--- config.mk ---
export PLATFORM = sky130hd
export DESIGN_NAME = tfpd_target
export DESIGN_NICKNAME = d
export VERILOG_FILES = /design/src/rtl/core/two_foot_pd_step_tracker_core_defines.svh /design/src/rtl/core/tfpd_pkg.sv /design/src/rtl/core/tfpd_target.sv
export SDC_FILE = /design/constraint.sdc
export NUM_CORES = 1
export LEC_CHECK = 0
export ABC_CLOCK_PERIOD_IN_PS = 4100
export BUFFER_PORTS_ARGS = -buffer_cell sky130_fd_sc_hd__clkbuf_2
export CORE_UTILIZATION = 40
export CTS_BUF_LIST = sky130_fd_sc_hd__clkbuf_4
export DETAILED_ROUTE_END_ITERATION = 12
export PLACE_DENSITY = 0.62
export SETUP_SLACK_MARGIN = 0.15
export SLEW_MARGIN = 10
export SYNTH_ARGS = -nofsm -noshare
export SYNTH_HDL_FRONTEND = slang
export SYNTH_SLANG_ARGS = --single-unit
export TNS_END_PERCENT = 20
--- constraint.sdc ---
create_clock -name clk_i -period 4.1 [get_ports clk_i]
set_input_delay 1.025 -clock clk_i [delete_from_list [all_inputs] [get_ports clk_i]]
set_output_delay 1.025 -clock clk_i [all_outputs]
set_load 0.1 [all_outputs]
--- src/rtl/core/two_foot_pd_step_tracker_core_defines.svh ---
`ifndef TWO_FOOT_PD_STEP_TRACKER_CORE_DEFINES_SVH
`define TWO_FOOT_PD_STEP_TRACKER_CORE_DEFINES_SVH

// same-cycle implication
`define TFPD_ASSERT_NOW(label, clk, rstn, ante, cons) \
  label: assert property (@(posedge clk) disable iff (!(rstn)) (ante) |-> (cons)) \
    else $error("tfpd assertion failed");

// next-cycle implication
`define TFPD_ASSERT_NEXT(label, clk, rstn, ante, cons) \
  label: assert property (@(posedge clk) disable iff (!(rstn)) (ante) |=> (cons)) \
    else $error("tfpd assertion failed");

`endif

--- src/rtl/core/tfpd_pkg.sv ---
package tfpd_pkg;

  typedef enum logic [1:0] {
    OP_SET_MODE    = 2'd0,
    OP_SET_TARGETS = 2'd1,
    OP_TICK        = 2'd2,
    OP_NOP         = 2'd3
  } op_e;

  typedef enum logic [2:0] {
    CFG_KP_HOLD          = 3'd0,
    CFG_KD_HOLD          = 3'd1,
    CFG_KP_TRACK         = 3'd2,
    CFG_KD_TRACK         = 3'd3,
    CFG_STEP_TIME        = 3'd4,
    CFG_POSITION_LIMIT   = 3'd5,
    CFG_COLLISION_MARGIN = 3'd6,
    CFG_AXIS_IS_X        = 3'd7
  } cfg_idx_e;

  localparam logic [31:0] KP_HOLD_RST          = 32'd1030553600;
  localparam logic [31:0] KD_HOLD_RST          = 32'd13565952;
  localparam logic [31:0] KP_TRACK_RST         = 32'd10538189;
  localparam logic [31:0] KD_TRACK_RST         = 32'd1146880;
  localparam logic [31:0] STEP_TIME_RST        = 32'd17179869;
  localparam logic [30:0] POSITION_LIMIT_RST   = 31'd838861;
  localparam logic [30:0] COLLISION_MARGIN_RST = 31'd671089;

  localparam logic [31:0] POS_MAX = 32'h7fff_ffff;
  localparam logic [31:0] POS_MIN = 32'h8000_0000;

  typedef enum logic [1:0] {
    ST_IDLE,
    ST_TICK,
    ST_TGT,
    ST_EMIT
  } ctl_state_e;

  typedef enum logic [3:0] {
    LS_IDLE,
    LS_ERR,
    LS_MP,
    LS_MD,
    LS_ACC,
    LS_MAG,
    LS_DVL,
    LS_DVH,
    LS_VEL,
    LS_DP,
    LS_POS
  } lane_step_e;

  typedef enum logic [1:0] {
    TS_IDLE,
    TS_CLAMP,
    TS_SEP,
    TS_ADJ
  } tgt_step_e;

  typedef struct packed {
    logic        start;
    logic [31:0] kp;
    logic [31:0] kd;
  } lane_cmd_t;

  typedef struct packed {
    logic busy;
    logic done;
  } lane_sts_t;

  typedef struct packed {
    logic load;
    logic copy_right;
    logic copy_left;
    logic right_tracking;
    logic left_tracking;
  } tgt_cmd_t;

  typedef struct packed {
    logic busy;
    logic done;
  } tgt_sts_t;

endpackage

--- src/rtl/core/tfpd_target.sv ---
module tfpd_target (
  input  logic               clk_i,
  input  logic               rst_ni,
  input  tfpd_pkg::tgt_cmd_t cmd_i,
  input  logic signed [31:0] target_right_i,
  input  logic signed [31:0] target_left_i,
  input  logic signed [31:0] pos_right_i,
  input  logic signed [31:0] pos_left_i,
  input  logic [30:0]        limit_i,
  input  logic [30:0]        margin_i,
  input  logic               axis_is_x_i,
  output logic signed [31:0] tgt_right_o,
  output logic signed [31:0] tgt_left_o,
  output tfpd_pkg::tgt_sts_t sts_o
);

  tfpd_pkg::tgt_step_e step_q, step_d;

  logic signed [31:0] rt_q, lt_q;
  logic signed [31:0] rc_q, lc_q;
  logic signed [33:0] nt_q;

  logic signed [32:0] lim_s;
  logic signed [31:0] rc_d, lc_d;
  logic signed [33:0] r_adj, l_adj, rc_x, lc_x, m_x, s_x;
  logic               overlap;

  always_comb begin
    step_d = step_q;
    unique case (step_q)
      tfpd_pkg::TS_IDLE:  if (cmd_i.load) step_d = tfpd_pkg::TS_CLAMP;
      tfpd_pkg::TS_CLAMP: step_d = tfpd_pkg::TS_SEP;
      tfpd_pkg::TS_SEP:   step_d = tfpd_pkg::TS_ADJ;
      tfpd_pkg::TS_ADJ:   step_d = tfpd_pkg::TS_IDLE;
      default:            step_d = tfpd_pkg::TS_IDLE;
    endcase
  end

  always_comb begin
    sts_o.busy = (step_q != tfpd_pkg::TS_IDLE);
    sts_o.done = (step_q == tfpd_pkg::TS_ADJ);
  end

  always_ff @(posedge clk_i or negedge rst_ni) begin
    if (!rst_ni) begin
      step_q <= tfpd_pkg::TS_IDLE;
    end else begin
      step_q <= step_d;
    end
  end

  // clamp to the position limit
  assign lim_s = $signed({2'b00, limit_i});

  always_comb begin
    if ($signed({rt_q[31], rt_q}) > lim_s) begin
      rc_d = lim_s[31:0];
    end else if ($signed({rt_q[31], rt_q}) < -lim_s) begin
      rc_d = 32'(-lim_s);
    end else begin
      rc_d = rt_q;
    end
    if ($signed({lt_q[31], lt_q}) > lim_s) begin
      lc_d = lim_s[31:0];
    end else if ($signed({lt_q[31], lt_q}) < -lim_s) begin
      lc_d = 32'(-lim_s);
    end else begin
      lc_d = lt_q;
    end
  end

  // separation rule on the x axis only, overlap when left minus right minus margin is positive
  always_comb begin
    rc_x    = $signed({{2{rc_q[31]}}, rc_q});
    lc_x    = $signed({{2{lc_q[31]}}, lc_q});
    m_x     = $signed({3'b000, margin_i});
    s_x     = $signed({1'b0, nt_q[33:1]});
    overlap = axis_is_x_i && !nt_q[33] && (nt_q != '0);
    r_adj   = rc_x;
    l_adj   = lc_x;
    if (overlap) begin
      if (cmd_i.right_tracking && cmd_i.left_tracking) begin
        r_adj = rc_x + s_x;
        l_adj = lc_x - s_x;
      end else if (cmd_i.left_tracking) begin
        l_adj = rc_x + m_x;
      end else if (cmd_i.right_tracking) begin
        r_adj = lc_x - m_x;
      end
    end
  end

  always_ff @(posedge clk_i or negedge rst_ni) begin
    if (!rst_ni) begin
      rt_q <= '0;
      lt_q <= '0;
    end else begin
      if (cmd_i.load) begin
        if (cmd_i.right_tracking) rt_q <= target_right_i;
        if (cmd_i.left_tracking)  lt_q <= target_left_i;
      end
      if (cmd_i.copy_right) rt_q <= pos_right_i;
      if (cmd_i.copy_left)  lt_q <= pos_left_i;
      if (step_q == tfpd_pkg::TS_ADJ) begin
        rt_q <= r_adj[31:0];
        lt_q <= l_adj[31:0];
      end
    end
  end

  always_ff @(posedge clk_i) begin
    if (step_q == tfpd_pkg::TS_CLAMP) begin
      rc_q <= rc_d;
      lc_q <= lc_d;
    end
    if (step_q == tfpd_pkg::TS_SEP) begin
      nt_q <= $signed({{2{lc_q[31]}}, lc_q}) - $signed({{2{rc_q[31]}}, rc_q})
              - $signed({3'b000, margin_i});
    end
  end

  assign tgt_right_o = rt_q;
  assign tgt_left_o  = lt_q;

endmodule

==> results.md <==
- H-Tree Depth: 4
- GPL Wtd Cong: 0.998
- CTS tree: yes
- Setup TNS Final: -0.600 ns
- Status: complete, but fails checks
- Num rows: 84
- Layout cells sized above 1: 0.252
- Clock buffer depth: 2
- Most frequent cells in the layout: buf_4, ha_1, clkbuf_2
- Synth Area in XOR/XNOR: 0.0587
- Post-Place Worst Slack: -1.04 ns
- Layout Skew: 0.0279 ns
- Worst setup EP type: flop
- Fin crit period: 4.19 ns
- Critical path required time: 4.57 ns
- Synth Warn #: 0
- Syn nets: 3164
- GRT Util Overall: 0.318
- Clock latency at the later pin of the worst-skew pair: 0.71 ns
- Relative slew slack: 0.392
- Synthesized area: 0.0216 mm^2
- EDFF count, synth: 98
- Failing checks: negative setup slack
- DRT antenna net count: 0
- Clock Root Buffer: clkbuf_4
- Final nets: 3735
- Sequential element share of the synthesized area: 0.212
- Die Span Y: 235 um
- Die W: 235 um
- Synth Register Bits: 164
- MaxCap Viol Count: 0
- Initial Util: 0.409
- I/O Buffers: 263
- Io pins: 264
- Max-slew violations: 0
- DR WL/cell: 22.8 um
- Final setup viols: 14
- Synth Area in Simple Gates: 0.148
- First-pass GRT wire length: 133000 um
- WHS: 0.403 ns
- Via count: 23.3k
- Period utilization: 1.02
- Synth Area in Adders: 0.216
- Vias in the first global route: 22.3k
- Cell variety after synth: 80
- Clk sinks: 164
- Critical path type: input pin to flop
- Overflow after GRT: 0
- Drt pass-1 iters: 5
- Fmax: 239 MHz
- RSZ-0062 raised after global routing: yes
- HP Class: input pin to asynchronous set/reset pin
- Hold buffers post-CTS: 0
- CP startpoint kind: input pin
- Worst Tran Pin Value: 0.912 ns
- Data arrival, critical path: 4.66 ns
- Largest family of logic cells by synthesized area: compound AO/OA/AOI/OAI gates
- Post-synthesis average cell area: 8.28 um^2
- Crit Path Max Fanout: 7
- Final hold vios: 0
- Async set-reset flop share out of synthesis: 0.402
- Final wirelength: 88800 um
- Reg clk slew, reported paths: 0.16 ns
- Clock buffer count from CTS: 17
- Synth-to-Final Area Change: 27.6%
- Initial antenna violation count: 2
- Largest net degree at the start of global routing: 78
- Layout Utilization: 0.521
- Mux cell area share after synthesis: 0.0542
- Most common cell after layout, fill and taps aside: buf_4
- DRT iter0 DRCs: 2202
- Compound-Gate Fraction of Synth Area: 0.258
- Overall die area: 0.0550 mm^2
- Vias per cell: 5.99
- Post-DP HPWL: 73300 um
- Final worst setup slack: -0.0901 ns
- DRC: 0
- Core area: 0.0530 mm^2
- Top FF cell, synth: edfxtp_1
- Cells after synthesis: 2613
==> cell type report <==
class                           count  area (um^2)
Multi-Input combinational cell   2154        16600
Sequential cell                   164         4590
Fill cell                        5078        25400
Timing Repair Buffer              646         4450
Tap cell                          688          861
Clock buffer                       18          135
Inverter                          201          763
Antenna cell                        4         10.0
Clock inverter                     14          164
==> registers in the layout, summed over array words and instances, names as in the netlist <==
name         flops
tgt_left_o      32
nt_q            34
lc_q            32
rc_q            32
tgt_right_o     32
step_q           2
==> metal layers <==
layer  wire (um)  vias to the layer above  GRT usage
li1            -                    10835          -
met4        2230                        0     0.0809
met3        8700                      110     0.0438
met5           0                        -          0
met2       37400                     1198      0.476
met1       40600                    11149      0.475
==> logic make-up after synthesis <==
family                   count (synthesis)
adder cells (fa/ha/maj)                353
AO/OA/AOI/OAI                          871
flip-flops                             164
XOR/XNOR                               145
buffers and inverters                  295
AND/OR/NAND/NOR                        670
multiplexers                           115
==> through the flow <==
stage,instances,instance area [um^2]
3_3_place_gp,3832,26500
6_report,3889,27600
3_5_place_dp,3832,26500
2_1_floorplan,2613,21800
4_1_cts,3879,27400
5_1_grt,3889,27600
==> Yosys cell counts (all sizes together), types with 9 or more instances <==
master	count	area share
a211oi	55	0.019
a21o	96	0.033
a21oi	240	0.056
a31oi	37	0.011
and3	13	0.0038
buf	18	0.0040
clkbuf	76	0.013
dfrtp	66	0.076
edfxtp	98	0.14
fa	35	0.032
ha	318	0.18
inv	200	0.035
mux2	9	0.0052
mux2i	106	0.049
nand2	195	0.034
nand2b	38	0.011
nand3	62	0.014
nand4	40	0.012
nor2	180	0.031
nor2b	32	0.0093
nor3	40	0.0095
nor4	18	0.0059
o211ai	43	0.015
o21a	28	0.0097
o21ai	189	0.044
o21bai	19	0.0066
o221ai	31	0.013
o22ai	14	0.0040
o31a	12	0.0049
o31ai	11	0.0038
or3	12	0.0035
xnor2	102	0.041
xor2	43	0.017
==> path summary, 6_finish.rpt <==
kind	start	end	slack, ns	cells past startpoint
worst min-delay path	rst_ni	tgt_right_o[5]	0.40	1
worst max-delay path	limit_i[11]	rc_q[18]	-0.09	19
min in group clk_i	limit_i[1]	rc_q[1]	0.61	3
worst max register to register	rc_q[0]	nt_q[26]	0.17	17
worst min register to register	tgt_left_o[0]	tgt_left_o[0]	0.65	2
max in group asynchronous	rst_ni	tgt_right_o[27]	2.84	2
==> what timing repair did <==
action / CTS / global route
gates resized for setup: 87 / 54
pin swaps: 54 / 29
cloned: 4 / 0
setup buffers: 11 / 6
setup endpoints to repair: 75 / 81
==> worst max-delay path: stages <==
cell      delay (ns)
clkbuf_2        0.12
nor4_4          0.33
and3_4          0.26
nand3_4         0.10
buf_6           0.16
or3_4           0.37
xnor2_2         0.19
inv_1           0.09
ha_1            0.29
a21o_1          0.17
a21oi_2         0.16
o221ai_2        0.11
xor2_1          0.16
nand2_1         0.10
a41oi_4         0.20
buf_12          0.15
buf_12          0.14
mux2_4          0.30
o22a_1          0.21
Power is left out: the tool's default activity adds up to more than one toggle a clock period on the data nets, which glitch-free logic cannot reach.
