`src/rtl/core/two_foot_pd_step_tracker_core_defines.svh`:
```
`ifndef TWO_FOOT_PD_STEP_TRACKER_CORE_DEFINES_SVH
`define TWO_FOOT_PD_STEP_TRACKER_CORE_DEFINES_SVH

// same-cycle implication
`define TFPD_ASSERT_NOW(label, clk, rstn, ante, cons) \
  label: assert property (@(posedge clk) disable iff (!(rstn)) (ante) |-> (cons)) \
    else $error("tfpd assertion failed");

// next-cycle implication
`define TFPD_ASSERT_NEXT(label, clk, rstn, ante, cons) \
  label: assert property (@(posedge clk) disable iff (!(rstn)) (ante) |=> (cons)) \
    else $error("tfpd assertion failed");

`endif

```
`src/rtl/core/tfpd_pkg.sv`:
```
package tfpd_pkg;

  typedef enum logic [1:0] {
    OP_SET_MODE    = 2'd0,
    OP_SET_TARGETS = 2'd1,
    OP_TICK        = 2'd2,
    OP_NOP         = 2'd3
  } op_e;

  typedef enum logic [2:0] {
    CFG_KP_HOLD          = 3'd0,
    CFG_KD_HOLD          = 3'd1,
    CFG_KP_TRACK         = 3'd2,
    CFG_KD_TRACK         = 3'd3,
    CFG_STEP_TIME        = 3'd4,
    CFG_POSITION_LIMIT   = 3'd5,
    CFG_COLLISION_MARGIN = 3'd6,
    CFG_AXIS_IS_X        = 3'd7
  } cfg_idx_e;

  localparam logic [31:0] KP_HOLD_RST          = 32'd1030553600;
  localparam logic [31:0] KD_HOLD_RST          = 32'd13565952;
  localparam logic [31:0] KP_TRACK_RST         = 32'd10538189;
  localparam logic [31:0] KD_TRACK_RST         = 32'd1146880;
  localparam logic [31:0] STEP_TIME_RST        = 32'd17179869;
  localparam logic [30:0] POSITION_LIMIT_RST   = 31'd838861;
  localparam logic [30:0] COLLISION_MARGIN_RST = 31'd671089;

  localparam logic [31:0] POS_MAX = 32'h7fff_ffff;
  localparam logic [31:0] POS_MIN = 32'h8000_0000;

  typedef enum logic [1:0] {
    ST_IDLE,
    ST_TICK,
    ST_TGT,
    ST_EMIT
  } ctl_state_e;

  typedef enum logic [3:0] {
    LS_IDLE,
    LS_ERR,
    LS_MP,
    LS_MD,
    LS_ACC,
    LS_MAG,
    LS_DVL,
    LS_DVH,
    LS_VEL,
    LS_DP,
    LS_POS
  } lane_step_e;

  typedef enum logic [1:0] {
    TS_IDLE,
    TS_CLAMP,
    TS_SEP,
    TS_ADJ
  } tgt_step_e;

  typedef struct packed {
    logic        start;
    logic [31:0] kp;
    logic [31:0] kd;
  } lane_cmd_t;

  typedef struct packed {
    logic busy;
    logic done;
  } lane_sts_t;

  typedef struct packed {
    logic load;
    logic copy_right;
    logic copy_left;
    logic right_tracking;
    logic left_tracking;
  } tgt_cmd_t;

  typedef struct packed {
    logic busy;
    logic done;
  } tgt_sts_t;

endpackage

```
`src/rtl/core/tfpd_lane.sv`:
```
module tfpd_lane (
  input  logic                clk_i,
  input  logic                rst_ni,
  input  tfpd_pkg::lane_cmd_t cmd_i,
  input  logic [31:0]         step_time_i,
  input  logic signed [31:0]  target_i,
  output logic signed [31:0]  pos_o,
  output tfpd_pkg::lane_sts_t sts_o
);

  tfpd_pkg::lane_step_e step_q, step_d;

  logic signed [31:0] pos_q, vel_q;
  logic [31:0]        errmag_q;
  logic               err_nonneg_q;
  logic [63:0]        prod_q;
  logic signed [49:0] acc_q;
  logic [48:0]        accmag_q;
  logic               accneg_q;
  logic [49:0]        dv_q;

  logic signed [32:0] err;
  logic [32:0]        err_neg;
  logic [31:0]        velabs;
  logic [31:0]        mul_a, mul_b;
  logic [63:0]        mul_p;
  logic signed [49:0] t_term;
  logic signed [49:0] acc_neg;
  logic signed [51:0] dv_s, vsum;
  logic signed [33:0] dp_s, psum;
  logic [31:0]        vel_sat, pos_sat;

  // sequencer
  always_comb begin
    step_d = step_q;
    unique case (step_q)
      tfpd_pkg::LS_IDLE: if (cmd_i.start) step_d = tfpd_pkg::LS_ERR;
      tfpd_pkg::LS_ERR:  step_d = tfpd_pkg::LS_MP;
      tfpd_pkg::LS_MP:   step_d = tfpd_pkg::LS_MD;
      tfpd_pkg::LS_MD:   step_d = tfpd_pkg::LS_ACC;
      tfpd_pkg::LS_ACC:  step_d = tfpd_pkg::LS_MAG;
      tfpd_pkg::LS_MAG:  step_d = tfpd_pkg::LS_DVL;
      tfpd_pkg::LS_DVL:  step_d = tfpd_pkg::LS_DVH;
      tfpd_pkg::LS_DVH:  step_d = tfpd_pkg::LS_VEL;
      tfpd_pkg::LS_VEL:  step_d = tfpd_pkg::LS_DP;
      tfpd_pkg::LS_DP:   step_d = tfpd_pkg::LS_POS;
      tfpd_pkg::LS_POS:  step_d = tfpd_pkg::LS_IDLE;
      default:           step_d = tfpd_pkg::LS_IDLE;
    endcase
  end

  always_comb begin
    sts_o.busy = (step_q != tfpd_pkg::LS_IDLE);
    sts_o.done = (step_q == tfpd_pkg::LS_POS);
  end

  always_ff @(posedge clk_i or negedge rst_ni) begin
    if (!rst_ni) begin
      step_q <= tfpd_pkg::LS_IDLE;
    end else begin
      step_q <= step_d;
    end
  end

  // shared multiplier
  assign err     = $signed({pos_q[31], pos_q}) - $signed({target_i[31], target_i});
  assign err_neg = -err;
  assign velabs  = vel_q[31] ? (~vel_q + 32'sd1) : vel_q;

  always_comb begin
    mul_a = '0;
    mul_b = '0;
    unique case (step_q)
      tfpd_pkg::LS_MP: begin
        mul_a = errmag_q;
        mul_b = cmd_i.kp;
      end
      tfpd_pkg::LS_MD: begin
        mul_a = velabs;
        mul_b = cmd_i.kd;
      end
      tfpd_pkg::LS_DVL: begin
        mul_a = accmag_q[31:0];
        mul_b = step_time_i;
      end
      tfpd_pkg::LS_DVH: begin
        mul_a = {15'd0, accmag_q[48:32]};
        mul_b = step_time_i;
      end
      tfpd_pkg::LS_DP: begin
        mul_a = velabs;
        mul_b = step_time_i;
      end
      default: ;
    endcase
  end

  assign mul_p   = {32'd0, mul_a} * {32'd0, mul_b};
  assign t_term  = $signed({2'b00, prod_q[63:16]});
  assign acc_neg = -acc_q;

  // saturating updates of velocity and position
  always_comb begin
    dv_s = $signed({2'b00, dv_q});
    vsum = $signed({{20{vel_q[31]}}, vel_q}) + (accneg_q ? -dv_s : dv_s);
    if (!vsum[51] && (|vsum[50:31])) begin
      vel_sat = tfpd_pkg::POS_MAX;
    end else if (vsum[51] && !(&vsum[50:31])) begin
      vel_sat = tfpd_pkg::POS_MIN;
    end else begin
      vel_sat = vsum[31:0];
    end
    dp_s = $signed({2'b00, prod_q[63:32]});
    psum = $signed({{2{pos_q[31]}}, pos_q}) + (vel_q[31] ? -dp_s : dp_s);
    if (!psum[33] && (|psum[32:31])) begin
      pos_sat = tfpd_pkg::POS_MAX;
    end else if (psum[33] && !(&psum[32:31])) begin
      pos_sat = tfpd_pkg::POS_MIN;
    end else begin
      pos_sat = psum[31:0];
    end
  end

  always_ff @(posedge clk_i or negedge rst_ni) begin
    if (!rst_ni) begin
      pos_q <= '0;
      vel_q <= '0;
    end else begin
      if (step_q == tfpd_pkg::LS_VEL) vel_q <= vel_sat;
      if (step_q == tfpd_pkg::LS_POS) pos_q <= pos_sat;
    end
  end

  always_ff @(posedge clk_i) begin
    unique case (step_q)
      tfpd_pkg::LS_ERR: begin
        errmag_q     <= err[32] ? err_neg[31:0] : err[31:0];
        err_nonneg_q <= ~err[32];
      end
      tfpd_pkg::LS_MP: prod_q <= mul_p;
      tfpd_pkg::LS_MD: begin
        acc_q  <= err_nonneg_q ? -t_term : t_term;
        prod_q <= mul_p;
      end
      tfpd_pkg::LS_ACC: acc_q <= acc_q + (vel_q[31] ? t_term : -t_term);
      tfpd_pkg::LS_MAG: begin
        accmag_q <= acc_q[49] ? acc_neg[48:0] : acc_q[48:0];
        accneg_q <= acc_q[49];
      end
      tfpd_pkg::LS_DVL: prod_q <= mul_p;
      tfpd_pkg::LS_DVH: dv_q <= mul_p[49:0] + {18'd0, prod_q[63:32]};
      tfpd_pkg::LS_DP:  prod_q <= mul_p;
      default: ;
    endcase
  end

  assign pos_o = pos_q;

endmodule

```
`config.mk`:
```
export PLATFORM = sky130hd
export DESIGN_NAME = tfpd_lane
export DESIGN_NICKNAME = d
export VERILOG_FILES = /design/src/rtl/core/two_foot_pd_step_tracker_core_defines.svh /design/src/rtl/core/tfpd_pkg.sv /design/src/rtl/core/tfpd_lane.sv
export SDC_FILE = /design/constraint.sdc
export NUM_CORES = 2
export LEC_CHECK = 0
export BUFFER_PORTS_ARGS = -buffer_cell sky130_fd_sc_hd__buf_4
export CAP_MARGIN = 0
export CORE_UTILIZATION = 60
export DETAILED_ROUTE_END_ITERATION = 10
export PLACE_DENSITY = 0.77
export SLEW_MARGIN = 20
export SYNTH_ARGS = -nofsm -noshare
export SYNTH_HDL_FRONTEND = slang
export SYNTH_SLANG_ARGS = --single-unit
```
`constraint.sdc`:
```
create_clock -name clk_i -period 16.23 [get_ports clk_i]
set_input_delay 2.4345 -clock clk_i [delete_from_list [all_inputs] [get_ports clk_i]]
set_output_delay 2.4345 -clock clk_i [all_outputs]
set_load 0.1 [all_outputs]
```
==> flow_metrics.tcl <==
set metrics [dict create \
    worst_skew_pair.late_latency_ps 570 \
    layout.cells.most_common_list "inv_1 (1063), nand2_1 (903), fa_1 (901)" \
    finalMaxSlewViolations 0 \
    fin_tns_setup_ps 0 \
    number_of_gates_resized_after_cts 0 \
    max-clock-path-buffers 3 \
    critPathArrivalTime_ps 13120 \
    cts_root_buf "clkbuf_16" \
    crit_required_ps 16500 \
    antenna_found_initial 14 \
    tritoncts_clock_tree "done" \
    first_iter_violations 5783 \
    globalRouteOverflowTotal 0 \
    detailed_place_hpwl_um 166000 \
    maximum_number_of_pins_on_one_net_before_global_route_repair 83 \
    synthFlopType "edfxtp_1" \
    rsz0062_at_grt "no" \
    clkTransAtPathRegs_ps 70 \
    holdCritPathClass "flop to flop" \
    drive_above_1_share_pct 6.06 \
    drc_errors 0 \
    synth-compound-area-share_pct 14.5 \
    synth_area_leaders "fa_1 (29%), edfxtp_1 (11%), ha_1 (9.5%)" \
    synth.avg_cell_area_um2 8.57 \
    final_critical_delay_including_setup_and_external_delays_ps 12850 \
    worst_setup_path_end_kind "flop" \
    tightestPinTransition_ps 1290 \
    routabilityCongestion 1.01 \
    run_status "finished, final reports clean" \
    synth_simple_gate_area_share_pct 16.5 \
    crit_start_category "flop" \
    yosysSeqAreaShare_pct 14.1 \
    synth_fa_ha_area_share_pct 38.9 \
    holdBufCountCts 0 \
    design.portCount 165 \
    post_cts.repair.setup_buffers 0 \
    cap_violations 0 \
    final-setup-viol-count 0 \
    starting_density_of_the_core_pct 60.9 \
    yosys_register_bits 299 \
    synth_top_cell_by_area "fa_1" \
    antenna_violating_nets_left 0 \
    share_of_the_synthesized_netlist_area_taken_by_xor_and_xnor_gates_pct 7.14 \
    synth.mux.area_fraction_pct 0.190 \
    fmax_mhz 77.8 \
    std_cell_rows 116 \
    grt_use_total_pct 41.2 \
    place.port_buffers 164 \
    via_count 53868 \
    synthesized_instance_count 7166 \
    cpMostUsedCell "fa_1" \
    numCtsBuffers 35 \
    core_footprint_um2 101000 \
    syn_to_final_growth_pct 5.91 \
    worst_path_largest_cell_delay_ps 820 \
    dr.pass1.iters 6 \
    via_per_inst 6.33 \
    floorplan.die.height_um 322 \
    maxSlewHeadroom_pct 14.1 \
    finalHoldViolations 0 \
    critical-path-slowest-cell "nor4_1" \
    vias_in_the_first_global_route 53133 \
    final_min_period_over_clock_period_pct 79.2 \
    async_s_r_ff_share_synth_pct 22.7 \
    crit_path_max_fanout 11 \
    die_area_um2 104000 \
    most_common_cell_after_layout_fill_and_taps_aside "inv_1" \
    grt_first_pass_wirelength_um 319000 \
    preCtsSetupSlack_ps 3390 \
    final_routed_wirelength_um 211000 \
    floorplan.die.width_um 322 \
    yosysUniqueCellTypes 100 \
    layout.nets 8615 \
    synth_top_family_by_area "adder cells" \
    rrSetupSlack_ps 3380 \
    route.detailed.wl_per_inst_um 24.9 \
    synth-warning-count 0 \
    synthesis.area_um2 61400 \
    skew_ps 22.2 \
    fillers 8718 \
    clock_sink_count 299 \
    criticalPathCategory "flop to flop" \
    postLayoutSetupSlackWorst_ps 3380 \
    post_synth_top_area_share_pct 29.4 \
    htree_num_levels 2 \
    syn-num-nets 8664 \
    synth-edff-count 231 \
]
## worst max-delay path: cells and delay by family (launching register included)
family | cells | cell delay [ps]
compound gates | 9 | 2500
fa+ha+maj | 10 | 4810
simple gates | 12 | 3620
xor+xnor | 3 | 930
buf+inv | 4 | 220
flops | 1 | 450
## final timing paths
check,from,to,cells past startpoint
setup / recovery,vel_q[5],dv_q[45],38
hold / removal,acc_q[21],accmag_q[21],1
hold reg to reg,acc_q[21],accmag_q[21],1
max in group asynchronous,rst_ni,vel_q[31],2
setup reg to reg,vel_q[5],dv_q[45],38
min in group asynchronous,rst_ni,pos_o[14],1
## layer usage
layer / vias up / GRT usage, % / share of wire (%)
met2: 3296 / 61.5 / 43
met1: 26328 / 53.6 / 37
met4: 10 / 22.1 / 6.6
li1: 23420 / - / -
met5: - / 0 / 0.038
met3: 814 / 12.6 / 14
## through the flow
stage	instances	area [µm²]	util (%)	hold WS, ps
2_1_floorplan	7166	61400	-	424
3_3_place_gp	8437	63900	63.4	607
3_5_place_dp	8437	63900	63.4	615
4_1_cts	8501	65000	64.5	634
5_1_grt	8501	65000	64.5	662
6_report	8505	65000	64.5	640
## state kept, by name, indices dropped and copies added, names as in the netlist
register,count
acc_q,50
accmag_q,49
accneg_q,1
dv_q,50
err_nonneg_q,1
errmag_q,32
pos_o,32
prod_q,48
step_q,4
vel_q,32
## synthesized netlist by cell type, types with 10 or more instances
cell,instances
a2111oi_0,10
a211o_1,11
a211oi_1,38
a21o_1,152
a21oi_1,269
a221o_1,32
a22oi_1,47
a31oi_1,34
and2_1,66
and3_1,45
and4_1,14
buf_1,21
clkbuf_1,312
dfrtp_1,68
edfxtp_1,231
fa_1,901
ha_1,466
inv_1,1063
nand2_1,904
nand2b_1,75
nand3_1,78
nand3b_1,12
nand4_1,47
nor2_1,755
nor2b_1,30
nor3_1,87
nor4_1,37
o2111a_1,17
o2111ai_1,22
o211ai_1,35
o21a_1,59
o21ai_0,225
o21ai_1,73
o21bai_1,40
o31ai_1,69
o32ai_2,29
o41ai_1,17
or2_2,14
or3_1,52
or4_1,31
xnor2_1,318
xor2_1,177
## kinds of logic (layout without fill, tap and decap cells)
kind of cell | after synthesis | count (layout)
AO/OA/AOI/OAI | 1292 | 1292
XOR/XNOR | 498 | 498
flip-flops | 299 | 299
adder cells (fa/ha/maj) | 1367 | 1367
buffers and inverters | 1416 | 1394
AND/OR/NAND/NOR | 2283 | 2283
other | 0 | 4
multiplexers | 11 | 11
## layout make-up
| class | count | area (µm²) | share of cell area [%] |
|---|---|---|---|
| clock inverter | 24 | 245 | 0.377 |
| timing repair buffer | 266 | 2000 | 3.07 |
| tap | 1357 | 1700 | 2.61 |
| sequential | 299 | 8640 | 13.3 |
| antenna | 4 | 10.0 | 0.0154 |
| inverter | 1064 | 3990 | 6.14 |
| multi-input combinational | 5451 | 47500 | 73.1 |
| clock buffer | 40 | 905 | 1.39 |
Power is left out: the tool's default activity adds up to more than one toggle a clock period on the data nets, which glitch-free logic cannot reach.
